### config.mk
export PLATFORM = sky130hd
export DESIGN_NAME = integer_subset_source_scanner_unit_flat
export DESIGN_NICKNAME = d
export VERILOG_FILES = /design/src/rtl/issu_pkg.sv /design/src/rtl/issu_in_if.sv /design/src/rtl/issu_out_if.sv /design/src/rtl/integer_subset_source_scanner_unit.sv /design/src/flat_wrapper.sv
export VERILOG_INCLUDE_DIRS = /design/src /design/src/rtl
export SDC_FILE = /design/constraint.sdc
export NUM_CORES = 1
export LEC_CHECK = 0
export BUFFER_PORTS_ARGS = -buffer_cell sky130_fd_sc_hd__buf_2
export CORE_AREA = 2 2 89 91
export DETAILED_ROUTE_END_ITERATION = 10
export DIE_AREA = 0 0 91 93
export GPL_TIMING_DRIVEN = 1
export HOLD_SLACK_MARGIN = 0.1
export PLACE_DENSITY = 0.87
export SLEW_MARGIN = 10
export SYNTH_ARGS = -nofsm -noshare
export SYNTH_HDL_FRONTEND = slang
export SYNTH_SLANG_ARGS = --single-unit
### constraint.sdc
create_clock -name clk -period 12.7 [get_ports clk]
set_input_delay 0 -clock clk [delete_from_list [all_inputs] [get_ports clk]]
set_output_delay 0 -clock clk [all_outputs]
set_load 0.01 [all_outputs]
### src/rtl/assert_macros.svh
// ---------------------------------------------------------------------------
// assertion macros shared by the rtl files
// ---------------------------------------------------------------------------
`ifndef ASSERT_MACROS_SVH
`define ASSERT_MACROS_SVH

// property checked on every rising clk edge outside reset
`define ASSERT_CLK(label, prop, msg) \
  label: assert property (@(posedge clk) disable iff (!rst_n) (prop)) else $error(msg);

// property checked on every rising clk edge, reset included
`define ASSERT_ALWAYS(label, prop, msg) \
  label: assert property (@(posedge clk) (prop)) else $error(msg);

`endif

### src/rtl/issu_pkg.sv
// ---------------------------------------------------------------------------
// issu_pkg
// Types, codes and character constants of the source scanner.
// ---------------------------------------------------------------------------
package issu_pkg;

  // width of the saturating line counter
  localparam int LINE_BITS = 24;
  // fixed widths of the transaction fields
  localparam int BYTE_BITS = 8;
  localparam int ERR_BITS  = 3;
  localparam int LNUM_BITS = 24;

  typedef logic [LINE_BITS-1:0] line_t;
  typedef logic [BYTE_BITS-1:0] byte_t;

  // scanner mode
  typedef enum logic [2:0] {
    MODE_NORMAL  = 3'd0,
    MODE_STRING  = 3'd1,
    MODE_ESCAPE  = 3'd2,
    MODE_COMMENT = 3'd3,
    MODE_DASH    = 3'd4,
    MODE_SLASH   = 3'd5,
    MODE_NUMBER  = 3'd6,
    MODE_HALTED  = 3'd7
  } mode_t;

  // error codes reported in error_kind
  typedef enum logic [ERR_BITS-1:0] {
    ERR_NONE    = 3'd0,
    ERR_UNTERM  = 3'd1,
    ERR_SLASH   = 3'd2,
    ERR_CARET   = 3'd3,
    ERR_FLOAT   = 3'd4
  } err_t;

  // result transaction
  typedef struct packed {
    logic [ERR_BITS-1:0]  error_kind;
    logic [LNUM_BITS-1:0] line_number;
  } out_item_t;

  // characters the scanner reacts to
  localparam byte_t CH_CARET  = 8'h5E;
  localparam byte_t CH_SLASH  = 8'h2F;
  localparam byte_t CH_DASH   = 8'h2D;
  localparam byte_t CH_DOT    = 8'h2E;
  localparam byte_t CH_NL     = 8'h0A;
  localparam byte_t CH_SQUOTE = 8'h27;
  localparam byte_t CH_DQUOTE = 8'h22;
  localparam byte_t CH_BSLASH = 8'h5C;
  localparam byte_t CH_UNDER  = 8'h5F;

endpackage

### src/rtl/issu_in_if.sv
// ---------------------------------------------------------------------------
// issu_in_if
// Source byte channel: valid/ready handshake with one byte per transaction.
// ---------------------------------------------------------------------------
interface issu_in_if;
  logic                            valid;
  logic                            ready;
  logic [issu_pkg::BYTE_BITS-1:0]  source_byte;
  logic                            end_of_source;

  modport source (output valid, output source_byte, output end_of_source, input ready);
  modport sink   (input valid, input source_byte, input end_of_source, output ready);
endinterface

### src/rtl/issu_out_if.sv
// ---------------------------------------------------------------------------
// issu_out_if
// Result channel: valid/ready handshake with error code and line number.
// ---------------------------------------------------------------------------
interface issu_out_if;
  logic                            valid;
  logic                            ready;
  logic [issu_pkg::ERR_BITS-1:0]   error_kind;
  logic [issu_pkg::LNUM_BITS-1:0]  line_number;

  modport source (output valid, output error_kind, output line_number, input ready);
  modport sink   (input valid, input error_kind, input line_number, output ready);
endinterface

### src/rtl/integer_subset_source_scanner_unit.sv
// ---------------------------------------------------------------------------
// integer_subset_source_scanner_unit
// Byte-serial scanner that counts lines and flags strings left open, lone
// slashes, carets and float literals in script source.
//
// One source byte is taken per clock cycle while in_ready is high. Each
// byte updates the mode register and the saturating line counter, and a
// result (on an error or on the byte marked end_of_source) is written into
// a two-entry output buffer. in_ready stays high while the second buffer
// entry is free, so bytes keep flowing while a result waits on a stalled
// output; only two unread results stop the input. After an error, bytes
// are dropped without a result up to and including the end_of_source byte,
// which returns the scanner to its reset state for the next source.
// ---------------------------------------------------------------------------
`include "assert_macros.svh"

module integer_subset_source_scanner_unit (
  input  logic        clk,
  input  logic        rst_n,
  issu_in_if.sink     in_ch,
  issu_out_if.source  out_ch
);

  // scanner state
  issu_pkg::mode_t     mode_r, mode_nxt;
  logic                quote_r, quote_nxt;
  issu_pkg::line_t     line_cnt_r, line_upd;

  // output buffer
  logic                out_valid_r, skid_valid_r;
  issu_pkg::out_item_t out_r, skid_r;

  // per-byte combinational results
  issu_pkg::err_t      err;
  logic                bump;
  logic                plain;
  logic                produce;
  logic                accept;
  logic                push;
  logic                pop;
  issu_pkg::out_item_t res;
  issu_pkg::byte_t     c;
  logic                last;

  // character classes
  function automatic logic is_digit(input issu_pkg::byte_t b);
    return (b >= 8'h30) && (b <= 8'h39);
  endfunction

  function automatic logic is_run_byte(input issu_pkg::byte_t b);
    return is_digit(b) || ((b >= 8'h61) && (b <= 8'h7A)) ||
           ((b >= 8'h41) && (b <= 8'h5A)) ||
           (b == issu_pkg::CH_DOT) || (b == issu_pkg::CH_UNDER);
  endfunction

  function automatic logic is_float_mark(input issu_pkg::byte_t b);
    return (b == issu_pkg::CH_DOT) || (b == 8'h65) || (b == 8'h45) ||
           (b == 8'h70) || (b == 8'h50);
  endfunction

  assign c    = in_ch.source_byte;
  assign last = in_ch.end_of_source;

  // handshake
  assign in_ch.ready = rst_n && !skid_valid_r;
  assign accept      = in_ch.valid && in_ch.ready;
  assign pop         = out_valid_r && out_ch.ready;
  assign push        = accept && produce;

  // next mode and error for the current byte
  always_comb begin
    mode_nxt  = mode_r;
    quote_nxt = quote_r;
    bump      = 1'b0;
    err       = issu_pkg::ERR_NONE;
    plain     = 1'b0;
    case (mode_r)
      issu_pkg::MODE_HALTED: begin
        mode_nxt = issu_pkg::MODE_HALTED;
      end
      issu_pkg::MODE_STRING: begin
        if (c == (quote_r ? issu_pkg::CH_DQUOTE : issu_pkg::CH_SQUOTE)) begin
          mode_nxt = issu_pkg::MODE_NORMAL;
        end else if (c == issu_pkg::CH_BSLASH) begin
          mode_nxt = issu_pkg::MODE_ESCAPE;
        end else if (c == issu_pkg::CH_NL) begin
          bump = 1'b1;
        end
      end
      issu_pkg::MODE_ESCAPE: begin
        mode_nxt = issu_pkg::MODE_STRING;
      end
      issu_pkg::MODE_COMMENT: begin
        if (c == issu_pkg::CH_NL) begin
          bump     = 1'b1;
          mode_nxt = issu_pkg::MODE_NORMAL;
        end
      end
      issu_pkg::MODE_DASH: begin
        if (c == issu_pkg::CH_DASH) begin
          mode_nxt = issu_pkg::MODE_COMMENT;
        end else begin
          plain = 1'b1;
        end
      end
      issu_pkg::MODE_SLASH: begin
        if (c == issu_pkg::CH_SLASH) begin
          mode_nxt = issu_pkg::MODE_NORMAL;
        end else begin
          err = issu_pkg::ERR_SLASH;
        end
      end
      issu_pkg::MODE_NUMBER: begin
        if (is_run_byte(c)) begin
          if (is_float_mark(c)) begin
            err = issu_pkg::ERR_FLOAT;
          end
        end else begin
          plain = 1'b1;
        end
      end
      default: begin
        plain = 1'b1;
      end
    endcase

    // byte seen as ordinary text
    if (plain) begin
      mode_nxt = issu_pkg::MODE_NORMAL;
      if (c == issu_pkg::CH_NL) begin
        bump = 1'b1;
      end else if ((c == issu_pkg::CH_SQUOTE) || (c == issu_pkg::CH_DQUOTE)) begin
        quote_nxt = (c == issu_pkg::CH_DQUOTE);
        mode_nxt  = issu_pkg::MODE_STRING;
      end else if (c == issu_pkg::CH_DASH) begin
        mode_nxt = issu_pkg::MODE_DASH;
      end else if (c == issu_pkg::CH_SLASH) begin
        mode_nxt = issu_pkg::MODE_SLASH;
      end else if (c == issu_pkg::CH_CARET) begin
        err = issu_pkg::ERR_CARET;
      end else if (is_digit(c)) begin
        mode_nxt = issu_pkg::MODE_NUMBER;
      end
    end

    // checks on the final byte
    if ((err == issu_pkg::ERR_NONE) && last) begin
      if ((mode_nxt == issu_pkg::MODE_STRING) || (mode_nxt == issu_pkg::MODE_ESCAPE)) begin
        err = issu_pkg::ERR_UNTERM;
      end else if (mode_nxt == issu_pkg::MODE_SLASH) begin
        err = issu_pkg::ERR_SLASH;
      end
    end
  end

  // saturating line count and result word
  always_comb begin
    line_upd = line_cnt_r;
    if (bump && (line_cnt_r != '1)) begin
      line_upd = line_cnt_r + issu_pkg::line_t'(1);
    end
    produce         = (mode_r != issu_pkg::MODE_HALTED) &&
                      ((err != issu_pkg::ERR_NONE) || last);
    res.error_kind  = err;
    res.line_number = issu_pkg::LNUM_BITS'(line_upd);
  end

  // scanner state registers
  always_ff @(posedge clk) begin
    if (!rst_n) begin
      mode_r     <= issu_pkg::MODE_NORMAL;
      quote_r    <= 1'b0;
      line_cnt_r <= issu_pkg::line_t'(1);
    end else if (accept) begin
      if (last) begin
        mode_r     <= issu_pkg::MODE_NORMAL;
        quote_r    <= 1'b0;
        line_cnt_r <= issu_pkg::line_t'(1);
      end else begin
        mode_r     <= produce ? issu_pkg::MODE_HALTED : mode_nxt;
        quote_r    <= quote_nxt;
        line_cnt_r <= line_upd;
      end
    end
  end

  // two-entry output buffer control
  always_ff @(posedge clk) begin
    if (!rst_n) begin
      out_valid_r  <= 1'b0;
      skid_valid_r <= 1'b0;
    end else if (skid_valid_r) begin
      if (pop) begin
        skid_valid_r <= 1'b0;
      end
    end else if (push) begin
      if (out_valid_r && !pop) begin
        skid_valid_r <= 1'b1;
      end else begin
        out_valid_r <= 1'b1;
      end
    end else if (pop) begin
      out_valid_r <= 1'b0;
    end
  end

  // output buffer payload
  always_ff @(posedge clk) begin
    if (skid_valid_r) begin
      if (pop) begin
        out_r <= skid_r;
      end
    end else if (push) begin
      if (out_valid_r && !pop) begin
        skid_r <= res;
      end else begin
        out_r <= res;
      end
    end
  end

  assign out_ch.valid       = out_valid_r;
  assign out_ch.error_kind  = out_r.error_kind;
  assign out_ch.line_number = out_r.line_number;

  // checks
  `ASSERT_ALWAYS(a_skid_needs_out, !rst_n || !skid_valid_r || out_valid_r,
                 "skid entry without head entry")
  `ASSERT_CLK(a_halted_silent, (accept && (mode_r == issu_pkg::MODE_HALTED)) |-> !push,
              "result while halted")
  `ASSERT_CLK(a_last_resets, (accept && last) |=> ((mode_r == issu_pkg::MODE_NORMAL) &&
              (line_cnt_r == issu_pkg::line_t'(1))), "end of source did not reset scanner")
  `ASSERT_CLK(a_line_nonzero, line_cnt_r != '0, "line counter wrapped to zero")
  `ASSERT_CLK(a_no_push_when_full, skid_valid_r |-> !push, "result pushed into full buffer")

endmodule

### src/flat_wrapper.sv
// flat-port wrapper written by rule: the top's interface ports become plain ports
module integer_subset_source_scanner_unit_flat 
  (clk, rst_n, in_ch_valid, in_ch_source_byte, in_ch_end_of_source, in_ch_ready, out_ch_valid, out_ch_error_kind, out_ch_line_number, out_ch_ready);
  issu_in_if in_ch_i ();
  issu_out_if out_ch_i ();
  input  logic clk;
  input  logic rst_n;
  input wire logic [$bits(in_ch_i.valid)-1:0] in_ch_valid;
  input wire logic [$bits(in_ch_i.source_byte)-1:0] in_ch_source_byte;
  input wire logic [$bits(in_ch_i.end_of_source)-1:0] in_ch_end_of_source;
  output wire logic [$bits(in_ch_i.ready)-1:0] in_ch_ready;
  output wire logic [$bits(out_ch_i.valid)-1:0] out_ch_valid;
  output wire logic [$bits(out_ch_i.error_kind)-1:0] out_ch_error_kind;
  output wire logic [$bits(out_ch_i.line_number)-1:0] out_ch_line_number;
  input wire logic [$bits(out_ch_i.ready)-1:0] out_ch_ready;
  assign in_ch_i.valid = in_ch_valid;
  assign in_ch_i.source_byte = in_ch_source_byte;
  assign in_ch_i.end_of_source = in_ch_end_of_source;
  assign in_ch_ready = in_ch_i.ready;
  assign out_ch_valid = out_ch_i.valid;
  assign out_ch_error_kind = out_ch_i.error_kind;
  assign out_ch_line_number = out_ch_i.line_number;
  assign out_ch_i.ready = out_ch_ready;
  integer_subset_source_scanner_unit u_core (.clk(clk), .rst_n(rst_n), .in_ch(in_ch_i), .out_ch(out_ch_i));
endmodule
* Yosys cells after proc, flatten, opt, wreduce, memory -nomap -nowiden
Cells that the tools add are included.
** Word-level totals
- Bits in registers :: 84
- Bits in latches :: 0
- Bits in writable memories :: 0
- Bits in read-only memories :: 0
- Logic and storage cells :: 137
- Memories :: 0
** Cells by class
- Add/subtract/negate cells :: 1
- Multiply operators :: 0
- Div/mod/pow operators :: 0
- Magnitude comparators :: 6
- Equal/unequal tests :: 30
- Shift-type cells :: 0
- Muxes and demuxes :: 55
- Bitwise operators :: 1
- Reductions and logical operators :: 35
** Operators by type and width (count)
- $mux 27 :: 4
- $mux 3 :: 26
- $eq 8x7->1 const B :: 7
- $mux 24 :: 2
- $eq 8x6->1 const B :: 5
- $add 24x1->24 const B :: 1
- $ne 24x24->1 const B :: 1
- $mux 1 :: 18
- $pmux 3 s6 :: 1
- $ge 8x7->1 const B :: 2
- $le 8x7->1 const B :: 2
- $eq 3x3->1 const B :: 5
- $logic_and 1x1->1 :: 11
- $logic_or 1x1->1 :: 11
- $eq 3x2->1 const B :: 3
- $reduce_and 3->1 :: 3
- $eq 8x4->1 const B :: 1
- $eq 8x8->1 :: 1
- $ge 8x6->1 const B :: 1
- $le 8x6->1 const B :: 1
- $reduce_bool 2->1 :: 4
- $eq 3x1->1 const B :: 2
- $ne 2x2->1 const B :: 3
- $pmux 3 s2 :: 1
- 11 further kinds :: 12

* Depth between registers and ports, before layout
- Word-level depth :: 23
- Mapped depth :: 10
- Gate-level depth less buffers :: 8

* Worst setup path after synthesis
No wires, ideal clock.
- Path type :: input port to flip-flop
- Start point :: input port in_ch_source_byte[4]
- End point :: register u_core.skid_r[0] in the netlist's numbering (enable)
- Data arrival time :: 3.682 ns
- Required time :: 12.249 ns
- Slack :: 8.567 ns
- Cell stages on the path :: 8
- Cell sequence :: clkbuf_1 -> or3b_2 -> a2111oi_0 -> a211oi_1 -> o211ai_1 -> o22a_1 -> nand2_1 -> nor3b_1
** On the way
- Word-level cells in the longest chain between the ends :: 22
- Elaborated cells between the ends (all ways) :: 72
- Classes of those cells :: order compare (6); eq/ne (17); mux (29); reduce/logical (20)
** Ends and longest elaborated chain
- from (decl) :: RTL line flat_wrapper.sv:9 : input wire logic [$bits(in_ch_i.source_byte)-1:0] in_ch_source_byte;
- $ge 8x6->1, or another cell as far along :: RTL line integer_subset_source_scanner_unit.sv:47 : return (b >= 8'h30) && (b <= 8'h39);
- $logic_and 1x1->1, or another cell as far along :: RTL line integer_subset_source_scanner_unit.sv:47
- $logic_or 1x1->1 (on tied branches) (2 in series) :: RTL line integer_subset_source_scanner_unit.sv:51, integer_subset_source_scanner_unit.sv:57
- $logic_or 1x1->1 (on tied branches) :: RTL line integer_subset_source_scanner_unit.sv:52, integer_subset_source_scanner_unit.sv:58
- $logic_or 1x1->1 or $mux 3 (tied branches) :: RTL line integer_subset_source_scanner_unit.sv:53, integer_subset_source_scanner_unit.sv:115
- $mux 3 :: RTL line integer_subset_source_scanner_unit.sv:114 : if (is_run_byte(c)) begin
- $pmux 3 s2 :: RTL line integer_subset_source_scanner_unit.sv:77 : case (mode_r)
- $mux 3 :: RTL line integer_subset_source_scanner_unit.sv:139 : end else if (c == issu_pkg::CH_CARET) begin
- [... 5 more ...]
- $mux 3 or $logic_not 3->1 (tied branches) :: RTL line integer_subset_source_scanner_unit.sv:150, integer_subset_source_scanner_unit.sv:147
- $mux 3 or $logic_and 1x1->1 (tied branches) :: RTL line integer_subset_source_scanner_unit.sv:148, integer_subset_source_scanner_unit.sv:147
- $mux 3 (*) :: RTL line integer_subset_source_scanner_unit.sv:147 : if ((err == issu_pkg::ERR_NONE) && last) begin
- $reduce_bool 3->1 (*) :: RTL line integer_subset_source_scanner_unit.sv:163 : ((err != issu_pkg::ERR_NONE) || last);
- $logic_or 1x1->1 (*) :: RTL line integer_subset_source_scanner_unit.sv:163
- $logic_and 1x1->1 (*) :: RTL line integer_subset_source_scanner_unit.sv:162 : produce = (mode_r != issu_pkg::MODE_HALTED) &&
- $logic_and 1x1->1 (*) :: RTL line integer_subset_source_scanner_unit.sv:68 : assign push = accept && produce;
- $reduce_and 3->1 (no line) (*)
- to (signal assigned) :: RTL line integer_subset_source_scanner_unit.sv:215 : skid_r <= res;
- to (decl) :: RTL line integer_subset_source_scanner_unit.sv:31 : issu_pkg::out_item_t out_r, skid_r;
Mark *: on every way between the ends. The rest lies on a longest branch, timed or not.
A chain may end at the register's enable or synchronous reset.

* Final worst setup path
- Start point :: register u_core.line_cnt_r[0]
- End point :: register u_core.out_r (netlist bit u_core.out_ch.line_number[8]), data pin
** On the way
- Word-level cells in the longest chain between the ends :: 6
- Elaborated cells between the ends (all ways) :: 7
- Classes of those cells :: add/sub (1); eq/ne (1); mux (4); reduce/logical (1)
** Ends and longest elaborated chain
- from (decl) :: RTL line integer_subset_source_scanner_unit.sv:27 : issu_pkg::line_t line_cnt_r, line_upd;
- from (signal assigned) :: RTL line integer_subset_source_scanner_unit.sv:173 : line_cnt_r <= issu_pkg::line_t'(1);
- from (signal assigned) :: RTL line integer_subset_source_scanner_unit.sv:178 : line_cnt_r <= issu_pkg::line_t'(1);
- from (signal assigned) :: RTL line integer_subset_source_scanner_unit.sv:182 : line_cnt_r <= line_upd;
- parallel branches: the longest is 2 deep, another holds $add 24x1->24
- $mux 24 (*) :: RTL line integer_subset_source_scanner_unit.sv:159 : if (bump && (line_cnt_r != '1)) begin
- named net u_core.line_upd[8] :: RTL line integer_subset_source_scanner_unit.sv:27
- $mux 27 (*) :: RTL line integer_subset_source_scanner_unit.sv:214 : if (out_valid_r && !pop) begin
- $mux 27 (*) :: RTL line integer_subset_source_scanner_unit.sv:213 : end else if (push) begin
- $mux 27 (*) :: RTL line integer_subset_source_scanner_unit.sv:209 : if (skid_valid_r) begin
- to (signal assigned) :: RTL line integer_subset_source_scanner_unit.sv:211 : out_r <= skid_r;
- to (signal assigned) :: RTL line integer_subset_source_scanner_unit.sv:217 : out_r <= res;
- to (decl) :: RTL line integer_subset_source_scanner_unit.sv:31
Mark *: on every way through the listed nets, which the timed path passes. The select of a mux whose other input is x is not followed.

==> results.json <==
{
  "status": "finished clean",
  "post_cts_resized": 0,
  "syn_nets": 429,
  "nNetsFinal": 461,
  "setup_violations": 0,
  "cts_root_buf": "clkbuf_8",
  "cp.required_ns": 12.81,
  "crit_chain": "ha_1 -> and2_1 -> and3_1 -> a31o_2 -> a21oi_4 -> nand4_1 -> xnor2_1 -> mux2_2",
  "postPlaceCellArea_um2": 4660,
  "start_kind": "flip-flop",
  "synth-async-reset-ratio": 0,
  "drt_wl_total_um": 9670,
  "syn-mean-instance-area_um2": 10.7,
  "synth-edff-count": 54,
  "final_area_um2": 4940,
  "critPathBufInv": 0,
  "start_util": 0.587,
  "cts_sinks": 84,
  "leakage_nw": 1.81,
  "fmax_mhz": 318,
  "synthTopCellsByCount": "54 x edfxtp_1, 32 x nand2_1, 30 x dfxtp_1",
  "grt_max_degree": 35,
  "rsz0062_at_grt": "no",
  "place.gp.congestion": 0.860,
  "clk_pin_slew_ns": 0.09,
  "relSlewSlack": 0.238,
  "grt_first_pass_wirelength_um": 16100,
  "ys_top_cells_by_area": "edfxtp_1 37%, dfxtp_1 14%, mux2_2 6.1%, xnor2_1 3.8%, nand2_1 2.7%",
  "clk_path_buf_depth": 2,
  "ys_types": 66,
  "syn_to_final_growth_pct": 11.8,
  "hp-class": "in -> reg",
  "tritoncts": "yes",
  "numCtsBuffers": 9,
  "yosysTopAreaCell": "edfxtp_1",
  "synth.most_common_cell": "edfxtp_1",
  "synth-warning-count": 0,
  "slew_viol_final": 0,
  "vias_per_cell": 6.42,
  "cap_violations": 0,
  "grt_pass1_vias": 3303,
  "synth-seq-area-share": 0.503,
  "fin_tns_setup_ns": 0,
  "irDropWorstVdd_mv": 0.0639,
  "syn-cell-area_um2": 4420,
  "gr-total-overflow": 0,
  "dp_hpwl_um": 6210,
  "antenna_left": 0,
  "clk_latency_ns": 0.35,
  "post_cts_buffers": 0,
  "crit_arrival_ns": 3.26,
  "yosys.area.top_type_share": 0.367,
  "drive_gt1_frac": 0.215,
  "core.rowCount": 32,
  "critPathMaxStageDelay_ns": 0.64,
  "first_pass_iters": 6,
  "die_h_um": 93,
  "vias": 3556,
  "grt_usage": 0.236,
  "netlist_instances": 415,
  "worst_pin_slew_ns": 1.14,
  "fin_worst_skew_ns": 0.0106,
  "htreeDepth": 3,
  "core_um2": 7530,
  "crit_family": "simple AND/OR/NAND/NOR gates",
  "hold_viol": 0,
  "slowest_stage": "a21oi_4",
  "antenna_found_initial": 0,
  "powerDensity_nw_per_um2": 113,
  "drt_iter0_drc": 364,
  "min_period_ns": 3.15,
  "antennaDiodeCount": 0,
  "synth_ff_type": "edfxtp_1",
  "ys_ff_latch": 84,
  "critical_path.max_fanout": 34,
  "fp.dieW_um": 91,
  "portBuffers": 41,
  "drc_errors": 0,
  "timing.final.crit_share": 0.248,
  "path_class": "reg -> reg",
  "routedWlPerCell_um": 17.5,
  "dieArea_um2": 8460,
  "crit_path_end_kind": "flip-flop",
  "io-pin-count": 42
}
[per-stage QoR]
stage / hold WS [ns] / setup slack (ns) / power [mW] / instances / utilization
final: 0.217 / 9.55 / 0.559 / 554 / 0.657
after global routing: 0.248 / 9.39 / 0.573 / 554 / 0.657
after CTS: 0.195 / 9.64 / 0.560 / 554 / 0.657
after detailed placement: 0.308 / 9.68 / 0.335 / 534 / 0.620
after global placement: 0.294 / 9.78 / 0.335 / 534 / 0.620
after floorplan: 0.136 / 8.57 / 0.324 / 415 / -
[state kept, by name, indices dropped and copies added, names as in the netlist]
name and count:
u_core.out_ch.line_number 24, u_core.out_ch.error_kind 3, u_core.mode_r 3, u_core.line_cnt_r 24, u_core.skid_valid_r 1, u_core.quote_r 1
u_core.skid_r 27, u_core.out_ch.valid 1
[timing repair]
| action | 4_1_cts | 5_1_grt |
|---|---|---|
| hold endpoints to repair | 4 | 0 |
| endpoints found under the setup margin | 0 | 0 |
| hold buffers | 4 | 0 |
[path summary, 6_finish.rpt]
path,from,endpoint,slack [ns],depth (start not counted)
worst max-delay path,u_core.line_cnt_r[0],u_core.out_ch.line_number[8],9.55,8
worst min-delay path,in_ch_end_of_source,u_core.line_cnt_r[5],0.22,3
worst max register to register,u_core.line_cnt_r[0],u_core.out_ch.line_number[8],9.55,8
worst min register to register,u_core.quote_r,u_core.quote_r,0.50,2
[placed cells by master (no fill, tap or decap), types with 3 or more instances in the layout]
cell,count
a21oi_1,13
clkbuf_8,9
and2_1,6
inv_1,6
nand4b_1,7
edfxtp_1,54
nand2b_1,5
mux2_2,24
nand3_1,16
nor4_1,4
a41oi_1,3
o31a_1,3
nor2_1,18
or3_1,7
o21ai_0,22
and3_1,11
o311ai_0,4
or2_2,3
dfxtp_1,30
o31ai_1,4
nand4_1,11
nand2_1,32
xnor2_1,19
nand3b_1,6
xor2_1,6
a211oi_1,3
bufinv_16,3
or4_1,4
buf_2,41
a31oi_1,17
and4_1,4
dlygate4sd3_1,4
nor3_1,3
[where the power goes]
part           leakage, nW  internal [mW]  switching, mW
Sequential           0.787          0.292        0.00275
Combinational        0.900         0.0128         0.0234
Clock                0.122          0.131         0.0966
[routing by layer]
layer | routed length, um | vias up | GRT usage | part of all wire
li1 | - | 1657 | - | -
met1 | 4200 | 1725 | 0.312 | 0.43
met2 | 4600 | 148 | 0.379 | 0.48
met3 | 621 | 26 | 0.0459 | 0.064
met4 | 250 | 0 | 0.111 | 0.026
met5 | 0 | - | 0 | 0
[kinds of logic after synthesis]
| logic type | share of synthesized area |
|---|---|
| buffers and inverters | 0.0317 |
| DFF | 0.503 |
| and+or+nand+nor | 0.194 |
| adders and majority gates | 0.00283 |
| muxes | 0.0682 |
| xor gates and xnor gates | 0.0495 |
| AOI/OAI and AO/OA | 0.151 |
[cell type report]
cell class	count	area [um2]
timing repair buffer	47	260
tap	102	128
clock buffer	10	128
clock inverter	6	111
multi-input combinational	298	2070
inverter	7	26.3
fill	614	2580
sequential	84	2220
[worst min-delay path, cell delays in order]
cell and delay [ns]:
buf_2 0.23, nand4b_1 0.22, o311ai_0 0.08
Power figures use the tool's default switching activity.
